--- src/rtl/xec_pkg.sv ---
// ----------------------------------------------------------------------------
// xec_pkg
// Types and constants shared by the extended-precision compare pipeline.
// ----------------------------------------------------------------------------
package xec_pkg;

    // operand classes
    localparam logic [1:0] TAG_VALID = 2'd0;
    localparam logic [1:0] TAG_ZERO  = 2'd1;
    localparam logic [1:0] TAG_INF   = 2'd2;
    localparam logic [1:0] TAG_NAN   = 2'd3;

    // condition codes {c3, c2, c0}
    localparam logic [2:0] CC_GT = 3'd0;
    localparam logic [2:0] CC_LT = 3'd1;
    localparam logic [2:0] CC_EQ = 3'd4;
    localparam logic [2:0] CC_UN = 3'd7;

    // request kinds
    localparam logic REQ_ORDERED   = 1'b0;
    localparam logic REQ_UNORDERED = 1'b1;

    localparam int QUIET_BIT = 62;
    localparam int SIG_W     = 64;
    localparam int HALF_W    = SIG_W / 2;

    typedef struct packed {
        logic              req_type;
        logic              a_empty;
        logic [1:0]        a_tag;
        logic              a_sign;
        logic signed [15:0] a_exp;
        logic [63:0]       a_sig;
        logic              b_empty;
        logic [1:0]        b_tag;
        logic              b_sign;
        logic signed [15:0] b_exp;
        logic [63:0]       b_sig;
    } req_item_t;

    typedef struct packed {
        logic [2:0] cond_codes;
        logic       invalid_raised;
        logic       stack_fault;
        logic       completed;
    } rsp_item_t;

    // after the first stage: classification and partial compares
    typedef struct packed {
        logic       req_type;
        logic       any_empty;
        logic [1:0] a_tag;
        logic [1:0] b_tag;
        logic       a_sign;
        logic       b_sign;
        logic       a_quiet;
        logic       b_quiet;
        logic       exp_eq;
        logic       exp_gt;
        logic       hi_eq;
        logic       hi_gt;
        logic       lo_eq;
        logic       lo_gt;
    } pre_t;

    // after the second stage: merged magnitude compare and nan summary
    typedef struct packed {
        logic       req_type;
        logic       any_empty;
        logic       any_nan;
        logic       any_snan;
        logic [1:0] a_tag;
        logic [1:0] b_tag;
        logic       a_sign;
        logic       b_sign;
        logic       mag_eq;
        logic       mag_gt;
    } mag_t;

endpackage

--- src/rtl/x87_extended_compare.sv ---
// ----------------------------------------------------------------------------
// x87_extended_compare
// Compares two tagged 80-bit extended operands and returns the x87
// condition codes with invalid, stack-fault and completion flags.
//
// Usage:
//   req channel (req_valid / req_stall / req) carries one operand pair per
//   item; rsp channel (rsp_valid / rsp_stall / rsp) returns one result item
//   per request, in order.
//   cfg_wr_en / cfg_wr_data write the invalid mask bit; write it only while
//   no item is in flight.
//   An accepted item passes through three register stages before it is
//   presented on rsp; one item per cycle is accepted when the response
//   side does not stall.
//   Stages: operand precompare, magnitude merge, class resolve + output reg.
//   When rsp_stall is high, empty stages still fill, so up to three items
//   are held before req_stall rises; nothing is dropped or repeated.
//   Reset clears all stage valid bits and sets the invalid mask to 1.
// ----------------------------------------------------------------------------
module x87_extended_compare (
    input  logic               clk,
    input  logic               rst_n,
    input  logic               req_valid,
    output logic               req_stall,
    input  xec_pkg::req_item_t req,
    output logic               rsp_valid,
    input  logic               rsp_stall,
    output xec_pkg::rsp_item_t rsp,
    input  logic               cfg_wr_en,
    input  logic               cfg_wr_data
);
    import xec_pkg::*;

    logic invalid_masked_reg;

    logic pre_valid;
    pre_t pre_item;
    logic mag_valid;
    mag_t mag_item;

    logic adv_pre;
    logic adv_mag;
    logic adv_out;

    // a stage loads when it is empty or the stage after it loads
    assign adv_out   = !rsp_valid || !rsp_stall;
    assign adv_mag   = !mag_valid || adv_out;
    assign adv_pre   = !pre_valid || adv_mag;
    assign req_stall = !adv_pre;

    always_ff @(posedge clk or negedge rst_n)
    begin
        if (!rst_n)
        begin
            invalid_masked_reg <= 1'b1;
        end
        else if (cfg_wr_en)
        begin
            invalid_masked_reg <= cfg_wr_data;
        end
    end

    xec_precmp u_precmp (
        .clk       (clk),
        .rst_n     (rst_n),
        .adv       (adv_pre),
        .valid_in  (req_valid),
        .item_in   (req),
        .valid_out (pre_valid),
        .pre_out   (pre_item)
    );

    xec_magcmp u_magcmp (
        .clk       (clk),
        .rst_n     (rst_n),
        .adv       (adv_mag),
        .valid_in  (pre_valid),
        .pre_in    (pre_item),
        .valid_out (mag_valid),
        .mag_out   (mag_item)
    );

    xec_resolve u_resolve (
        .clk            (clk),
        .rst_n          (rst_n),
        .adv            (adv_out),
        .valid_in       (mag_valid),
        .mag_in         (mag_item),
        .invalid_masked (invalid_masked_reg),
        .valid_out      (rsp_valid),
        .rsp_out        (rsp)
    );

    a_fault_unordered: assert property (@(posedge clk) disable iff (!rst_n)
        rsp_valid && rsp.stack_fault |-> rsp.cond_codes == CC_UN && rsp.invalid_raised)
        else $error("stack fault without unordered invalid result");

    a_clean_completes: assert property (@(posedge clk) disable iff (!rst_n)
        rsp_valid && !rsp.invalid_raised |-> rsp.completed)
        else $error("result without exception not completed");

    a_invalid_follows_mask: assert property (@(posedge clk) disable iff (!rst_n)
        rsp_valid && rsp.invalid_raised |-> rsp.completed == invalid_masked_reg)
        else $error("completed flag does not follow invalid mask");

    a_accept_enters: assert property (@(posedge clk) disable iff (!rst_n)
        req_valid && !req_stall |=> pre_valid)
        else $error("accepted item missing from first stage");

endmodule

--- src/rtl/xec_precmp.sv ---
// ----------------------------------------------------------------------------
// xec_precmp
// First stage: exponent compare and split significand compare per half.
// ----------------------------------------------------------------------------
module xec_precmp (
    input  logic              clk,
    input  logic              rst_n,
    input  logic              adv,
    input  logic              valid_in,
    input  xec_pkg::req_item_t item_in,
    output logic              valid_out,
    output xec_pkg::pre_t     pre_out
);
    import xec_pkg::*;

    logic valid_reg;
    pre_t pre_reg;
    pre_t pre_next;

    always_comb
    begin
        pre_next.req_type  = item_in.req_type;
        pre_next.any_empty = item_in.a_empty | item_in.b_empty;
        pre_next.a_tag     = item_in.a_tag;
        pre_next.b_tag     = item_in.b_tag;
        pre_next.a_sign    = item_in.a_sign;
        pre_next.b_sign    = item_in.b_sign;
        pre_next.a_quiet   = item_in.a_sig[QUIET_BIT];
        pre_next.b_quiet   = item_in.b_sig[QUIET_BIT];
        pre_next.exp_eq    = item_in.a_exp == item_in.b_exp;
        pre_next.exp_gt    = $signed(item_in.a_exp) > $signed(item_in.b_exp);
        pre_next.hi_eq     = item_in.a_sig[SIG_W-1:HALF_W] == item_in.b_sig[SIG_W-1:HALF_W];
        pre_next.hi_gt     = item_in.a_sig[SIG_W-1:HALF_W] > item_in.b_sig[SIG_W-1:HALF_W];
        pre_next.lo_eq     = item_in.a_sig[HALF_W-1:0] == item_in.b_sig[HALF_W-1:0];
        pre_next.lo_gt     = item_in.a_sig[HALF_W-1:0] > item_in.b_sig[HALF_W-1:0];
    end

    always_ff @(posedge clk or negedge rst_n)
    begin
        if (!rst_n)
        begin
            valid_reg <= 1'b0;
        end
        else if (adv)
        begin
            valid_reg <= valid_in;
        end
    end

    always_ff @(posedge clk)
    begin
        if (adv)
        begin
            pre_reg <= pre_next;
        end
    end

    assign valid_out = valid_reg;
    assign pre_out   = pre_reg;

endmodule

--- src/rtl/xec_magcmp.sv ---
// ----------------------------------------------------------------------------
// xec_magcmp
// Second stage: merges the partial compares into one magnitude result and
// summarizes the nan cases.
// ----------------------------------------------------------------------------
module xec_magcmp (
    input  logic          clk,
    input  logic          rst_n,
    input  logic          adv,
    input  logic          valid_in,
    input  xec_pkg::pre_t pre_in,
    output logic          valid_out,
    output xec_pkg::mag_t mag_out
);
    import xec_pkg::*;

    logic valid_reg;
    mag_t mag_reg;
    mag_t mag_next;
    logic a_nan;
    logic b_nan;

    always_comb
    begin
        a_nan = pre_in.a_tag == TAG_NAN;
        b_nan = pre_in.b_tag == TAG_NAN;
        mag_next.req_type  = pre_in.req_type;
        mag_next.any_empty = pre_in.any_empty;
        mag_next.any_nan   = a_nan | b_nan;
        mag_next.any_snan  = (a_nan & ~pre_in.a_quiet) | (b_nan & ~pre_in.b_quiet);
        mag_next.a_tag     = pre_in.a_tag;
        mag_next.b_tag     = pre_in.b_tag;
        mag_next.a_sign    = pre_in.a_sign;
        mag_next.b_sign    = pre_in.b_sign;
        mag_next.mag_eq    = pre_in.exp_eq & pre_in.hi_eq & pre_in.lo_eq;
        // exponent first, then upper half, then lower half
        if (!pre_in.exp_eq)
        begin
            mag_next.mag_gt = pre_in.exp_gt;
        end
        else if (!pre_in.hi_eq)
        begin
            mag_next.mag_gt = pre_in.hi_gt;
        end
        else
        begin
            mag_next.mag_gt = pre_in.lo_gt;
        end
    end

    always_ff @(posedge clk or negedge rst_n)
    begin
        if (!rst_n)
        begin
            valid_reg <= 1'b0;
        end
        else if (adv)
        begin
            valid_reg <= valid_in;
        end
    end

    always_ff @(posedge clk)
    begin
        if (adv)
        begin
            mag_reg <= mag_next;
        end
    end

    assign valid_out = valid_reg;
    assign mag_out   = mag_reg;

endmodule

--- src/rtl/xec_resolve.sv ---
// ----------------------------------------------------------------------------
// xec_resolve
// Third stage: class-based ordering, exception flags and the output register.
// ----------------------------------------------------------------------------
module xec_resolve (
    input  logic               clk,
    input  logic               rst_n,
    input  logic               adv,
    input  logic               valid_in,
    input  xec_pkg::mag_t      mag_in,
    input  logic               invalid_masked,
    output logic               valid_out,
    output xec_pkg::rsp_item_t rsp_out
);
    import xec_pkg::*;

    logic      valid_reg;
    rsp_item_t rsp_reg;
    rsp_item_t rsp_next;
    logic [2:0] cc_ord;
    logic [2:0] cc_a_sign;
    logic [2:0] cc_b_sign;

    always_comb
    begin
        cc_a_sign = mag_in.a_sign ? CC_LT : CC_GT;
        cc_b_sign = mag_in.b_sign ? CC_GT : CC_LT;

        if (mag_in.a_tag == TAG_ZERO && mag_in.b_tag == TAG_ZERO)
        begin
            cc_ord = CC_EQ;
        end
        else if (mag_in.a_tag == TAG_INF && mag_in.b_tag == TAG_INF)
        begin
            cc_ord = (mag_in.a_sign == mag_in.b_sign) ? CC_EQ : cc_a_sign;
        end
        else if (mag_in.a_tag == TAG_INF)
        begin
            cc_ord = cc_a_sign;
        end
        else if (mag_in.b_tag == TAG_INF || mag_in.a_tag == TAG_ZERO)
        begin
            cc_ord = cc_b_sign;
        end
        else if (mag_in.b_tag == TAG_ZERO || mag_in.a_sign != mag_in.b_sign)
        begin
            cc_ord = cc_a_sign;
        end
        else if (mag_in.mag_eq)
        begin
            cc_ord = CC_EQ;
        end
        else
        begin
            // negative operands reverse the magnitude order
            cc_ord = (mag_in.mag_gt ^ mag_in.a_sign) ? CC_GT : CC_LT;
        end

        rsp_next.cond_codes     = cc_ord;
        rsp_next.invalid_raised = 1'b0;
        rsp_next.stack_fault    = 1'b0;
        rsp_next.completed      = 1'b1;
        if (mag_in.any_empty)
        begin
            rsp_next.cond_codes     = CC_UN;
            rsp_next.invalid_raised = 1'b1;
            rsp_next.stack_fault    = 1'b1;
            rsp_next.completed      = invalid_masked;
        end
        else if (mag_in.any_nan)
        begin
            rsp_next.cond_codes = CC_UN;
            if (mag_in.req_type == REQ_ORDERED || mag_in.any_snan)
            begin
                rsp_next.invalid_raised = 1'b1;
                rsp_next.completed      = invalid_masked;
            end
        end
    end

    always_ff @(posedge clk or negedge rst_n)
    begin
        if (!rst_n)
        begin
            valid_reg <= 1'b0;
        end
        else if (adv)
        begin
            valid_reg <= valid_in;
        end
    end

    always_ff @(posedge clk)
    begin
        if (adv)
        begin
            rsp_reg <= rsp_next;
        end
    end

    assign valid_out = valid_reg;
    assign rsp_out   = rsp_reg;

endmodule
--- config.mk ---
export PLATFORM = sky130hd
export DESIGN_NAME = x87_extended_compare
export DESIGN_NICKNAME = d
export VERILOG_FILES = /design/src/rtl/xec_pkg.sv /design/src/rtl/x87_extended_compare.sv /design/src/rtl/xec_precmp.sv /design/src/rtl/xec_magcmp.sv /design/src/rtl/xec_resolve.sv
export SDC_FILE = /design/constraint.sdc
export NUM_CORES = 1
export LEC_CHECK = 0
export BUFFER_PORTS_ARGS = -buffer_cell sky130_fd_sc_hd__buf_2
export CORE_MARGIN = 10
export CORE_UTILIZATION = 51
export CTS_BUF_LIST = sky130_fd_sc_hd__clkbuf_8
export DETAILED_ROUTE_END_ITERATION = 8
export PLACE_DENSITY = 0.89
export REMOVE_ABC_BUFFERS = 1
export SKIP_LAST_GASP = 1
export SLEW_MARGIN = 0
export SYNTH_ARGS = -nofsm -noshare
export SYNTH_HDL_FRONTEND = slang
export SYNTH_HIERARCHICAL = 1
export SYNTH_SLANG_ARGS = --single-unit
--- constraint.sdc ---
create_clock -name clk -period 2.88 [get_ports clk]
set_input_delay 0.576 -clock clk [delete_from_list [all_inputs] [get_ports clk]]
set_output_delay 0.576 -clock clk [all_outputs]
set_load 0.02 [all_outputs]
# ---- Word-level counts from Yosys, hierarchy flattened
# Cells that the tools add are included.
dict set report totals {
  ff_bits 38
  in_bits 175
  out_inout_bits 8
  wordCells 91
}
dict set report op_classes {
  reduce_logical 15
  bitwise_logic 11
  magnitude_cmp 3
  n_mux 18
  n_eq_ne 11
}
# cell count
set op_table {}
lappend op_table {{32-bit == test} 2}
lappend op_table {{32-bit greater-than comparator} 2}
lappend op_table {{3-bit two-way mux} 6}
lappend op_table {{16-bit == test} 1}
lappend op_table {{16-bit greater-than comparator} 1}
lappend op_table {{1-bit two-way mux} 11}
lappend op_table {{2-bit == test (second input constant)} 4}
lappend op_table {{1-bit logical OR} 6}
lappend op_table {{1-bit logical NOT} 5}
lappend op_table {{1-bit bitwise AND} 4}
lappend op_table {{2-bit by 1-bit == test with 1-bit output (second input constant)} 2}
lappend op_table {{1-bit NOT} 3}
lappend op_table {{1-bit OR} 3}
lappend op_table {{3-bit OR reduction} 1}
lappend op_table {{1-bit logical AND} 2}
lappend op_table {{2-bit two-way mux} 1}
lappend op_table {{2-bit OR reduction} 1}
lappend op_table {{1-bit == test} 1}
lappend op_table {{1-bit inequality test} 1}
lappend op_table {{1-bit bitwise XOR} 1}

# ---- Logic depth before layout (Yosys ltp)
dict set report logic_depth {
  depth_word 8
  mapped_depth 7
  ltp_nobuf 7
}

# ---- Hierarchy
# The synthesis kept the hierarchy.
# mod cells_per_inst n_inst area_per_inst_um2 seq_area_each_um2
set by_module_without_submodules {}
lappend by_module_without_submodules {xec_precmp 303 1 2566.2 505.5}
lappend by_module_without_submodules {xec_magcmp 22 1 440.4 385.4}
lappend by_module_without_submodules {xec_resolve 32 1 400.4 205.2}
lappend by_module_without_submodules {x87_extended_compare 6 1 65.1 26.3}

# ---- Least setup slack after synthesis
# Ideal clock, no wire load.
dict set report synth_path {
  path_kind {in2reg}
  startpoint {in req[11] in the netlist's numbering}
  endpoint {reg u_precmp.pre_reg, in the netlist u_precmp/pre_out[0], data pin}
  path_buffers 0
  setup_ps 263
  slack_ps 604
  required_ps 2617
  stages 7
  arrival_time_ps 2013
  cell_sequence {inv_1 > ha_1 > and3_4 > a221o_1 > a221o_1 > o31ai_1 > a21oi_1}
}
# element line
set synth_rtl {}
lappend synth_rtl {{start, declared} x87_extended_compare.sv:25} ;# input xec_pkg::req_item_t req,
lappend synth_rtl {{end signal, assigned} xec_precmp.sv:54} ;# pre_reg <= pre_next;
lappend synth_rtl {{end, declared} xec_precmp.sv:17} ;# pre_t pre_reg;

==> key figures <==
GRT
  • GRT Resource Usage Total: 18.4%
  • Vias in the first global route: 3752
  • Initial antenna violation count: 0
  • First-pass GRT wire length: 15600 um
  • GRT overflow: 0
  • Largest net degree at the start of global routing: 14

Worst setup path
  • Slowest cell delay on critical path: 350 ps
  • Critical Path Sink: u_precmp/pre_out[0]$_DFFE_PP_
  • CP max FO: 3
  • Critical Path Source: req[9]
  • Flop2flop setup slack: 1200 ps
  • CP Class: in -> reg
  • R2r endpoint: u_resolve/rsp_out[3]$_SDFFCE_PP1P_
  • CP startpoint kind: primary input
  • Element type at the critical path end: flop
  • Cells along the critical path: buf_2, inv_1, ha_1, and3_4, a221o_1, a221o_1, o31ai_1, a21oi_1
  • Required @ worst endpoint: 2910 ps
  • CP most frequent cell: a221o_1
  • R2R cell count: 4
  • Critical-path top delay cell: a221o_1
  • CP arrival: 2200 ps
  • FF-to-FF Start: u_magcmp/mag_out[3]$_DFFE_PP_

Timing
  • Slew headroom: 57.1%
  • RSZ-0062 raised after global routing: false
  • Tcrit/Tclk final: 75.4%
  • TNS Setup: 0 ps
  • Hold Slack: 81.3 ps
  • Max Clock Skew: 4.92 ps
  • Slew Viols, Final: 0
  • Fin. Hold Viols: 0
  • Least-Margin Pin Slew: 641 ps
  • Fmax: 460 MHz
  • Final setup viols: 0
  • Clock period minus worst slack: 2170 ps

Synthesis
  • Yosys top cell by area: edfxtp_1
  • Synth top area cells: edfxtp_1 (29%), ha_1 (29%), inv_1 (9.2%)
  • Syn Std Cell Area: 0.00347 mm2
  • Number of synthesized flops with an enable pin: 34
  • Seq/Total Area, Yosys: 32.3%
  • Ys Warns: 6
  • Top cell type's share of synthesized area: 29.4%
  • Syn Area/Cell: 9.56 um2
  • Synth async-reset ratio: 10.5%
  • Post-synth top flop: edfxtp_1
  • Register bit total from synthesis: 38
  • Cells after synthesis: 363
  • Unique masters post-synth: 49

Routing
  • Vias per cell: 5.21
  • Vias post-DR: 3300
  • Routed Antenna Nets: 0
  • Initial DRC count: 81
  • DR DRC count: 0
  • DRT Pass-1 Iters: 4
  • DR WL/cell: 15.3 um
  • WL final: 9720 um

Final layout
  • N_diodes: 0
  • # fillers: 540
  • Most frequent cells in the layout: buf_2 (182), inv_1 (85), ha_1 (81), edfxtp_1 (34), a21oi_1 (32)
  • Area Growth Syn to Fin: 33.4%
  • Post-Layout Cell Count: 634
  • Commonest non-fill, non-tap cell in the layout: buf_2
  • Fin util: 69.0%
  • Layout cell share with drive strength beyond 1: 36.8%
  • Max reg flops: 16
  • Final #Nets: 809

Placed design
  • Port bufs: 182
  • Hpwl dp: 9060 um
  • Placer Congestion: 0.887
  • Placed cell count: 626

Status
  • Outcome: completed

Clock tree
  • Root buffer cell: clkbuf_8
  • Worst skew pair latency: 280 ps
  • CTS tree: yes
  • Number of buffers inserted during clock tree synthesis: 5
  • # Post-CTS Setup Buffers: 0
  • CTS Hold Bufs: 0
  • TritonCTS Sinks: 38
  • Clock slew at reported path FFs: 70 ps
  • Cts repair resizes: 0
  • Max clock buf depth: 2
  • CTS H-tree depth: 2

Power and ir drop
  • Leakage: 2.65 nW
  • Total power: 1.76 mW
  • Pwr/cell area: 379 mW/mm2
  • Worst vdd ir: 0.000197 V

Floorplanning
  • DIE AREA: 0.0105 mm2
  • Chip Width: 103 um
  • Initial Util: 51.7%
  • I/O pin count: 183
  • Cell Rows: 30
  • Area of the core: 0.00672 mm2
  • Die H: 103 um

Worst hold path
  • Hold Path Class: in -> async

Flow run
  • Max-cap viol count: 0
==> logic make-up (layout without fill, tap and decap cells) <==
family	Yosys count	in the layout	synth area share [%]
AND/OR/NAND/NOR	82	82	13.9
buffers and inverters	86	277	9.30
multiplexers	7	7	2.31
adder cells (fa/ha/maj)	81	81	29.2
AO/OA/AOI/OAI	69	69	12.9
flip-flops	38	38	32.3
==> power by group <==
| part | leakage (nW) | total (mW) | switching (mW) | internal, mW |
|---|---|---|---|---|
| sequential | 0.396 | 0.711 | 0.0313 | 0.679 |
| combinational | 2.19 | 0.504 | 0.249 | 0.255 |
| clock | 0.0714 | 0.542 | 0.173 | 0.369 |
| total | 2.65 | 1.76 | 0.454 | 1.30 |
==> metal layers <==
layer | up-vias | share of wire, % | global-route usage (%)
met5 | - | 0 | 0
met4 | 0 | 3.2 | 6.94
met3 | 26 | 7.1 | 5.97
met2 | 118 | 57 | 36.9
met1 | 1468 | 33 | 16.4
li1 | 1688 | - | -
==> synthesized netlist by cell type, drive strengths merged (2+ instances only) <==
master	count
nor2b	4
a21o	9
inv	85
nand2b	3
or4	2
and4	5
and2b	3
and3	4
a221o	4
dfrtp	3
o21ai	7
nor4	2
nand2	17
edfxtp	34
a21oi	32
nor3	7
nand4	17
o211ai	3
mux2i	2
ha	81
mux2	5
a221oi	3
or2	2
nand3	11
nor2	2
==> metrics by stage <==
stage          setup WS (ps)  instance area, um2
6_report                 707                4630
5_1_grt                  665                4630
4_1_cts                  711                4630
3_5_place_dp             408                4490
3_3_place_gp             443                4490
2_1_floorplan            604                3470
==> worst max-delay path, delay by kind of cell <==
kind / cells / cell delay, ps
AOI/OAI and AO/OA: 4 / 1030
buffers and inverters: 2 / 100
and+or+nand+nor: 1 / 190
adders and majority gates: 1 / 300
==> final cells by class <==
cell class	instances	area [um2]	share of cell area [%]
clock inverters	2	60.1	1.30
clock buffers	6	82.6	1.78
multi-input cells	239	2030	43.7
flip-flops and latches	38	1120	24.2
well taps	80	100	2.16
repair buffers	183	918	19.8
inverters	86	323	6.97
==> worst min path at each step <==
| stage | from | to | slack [ps] | depth (start not counted) |
|---|---|---|---|---|
| global route | rst_n | u_resolve/valid_out$_DFFE_PN0P_ | 80 | 1 |
| CTS | rst_n | u_resolve/valid_out$_DFFE_PN0P_ | 80 | 1 |
| global placement | rst_n | u_precmp/valid_out$_DFFE_PN0P_ | 380 | 1 |
| finish | rst_n | u_resolve/valid_out$_DFFE_PN0P_ | 80 | 1 |
| floorplan | rst_n | u_magcmp/valid_out$_DFFE_PN0P_ | 280 | 0 |
| detailed placement | rst_n | u_magcmp/valid_out$_DFFE_PN0P_ | 390 | 1 |
(Power assumes the default switching activity.)
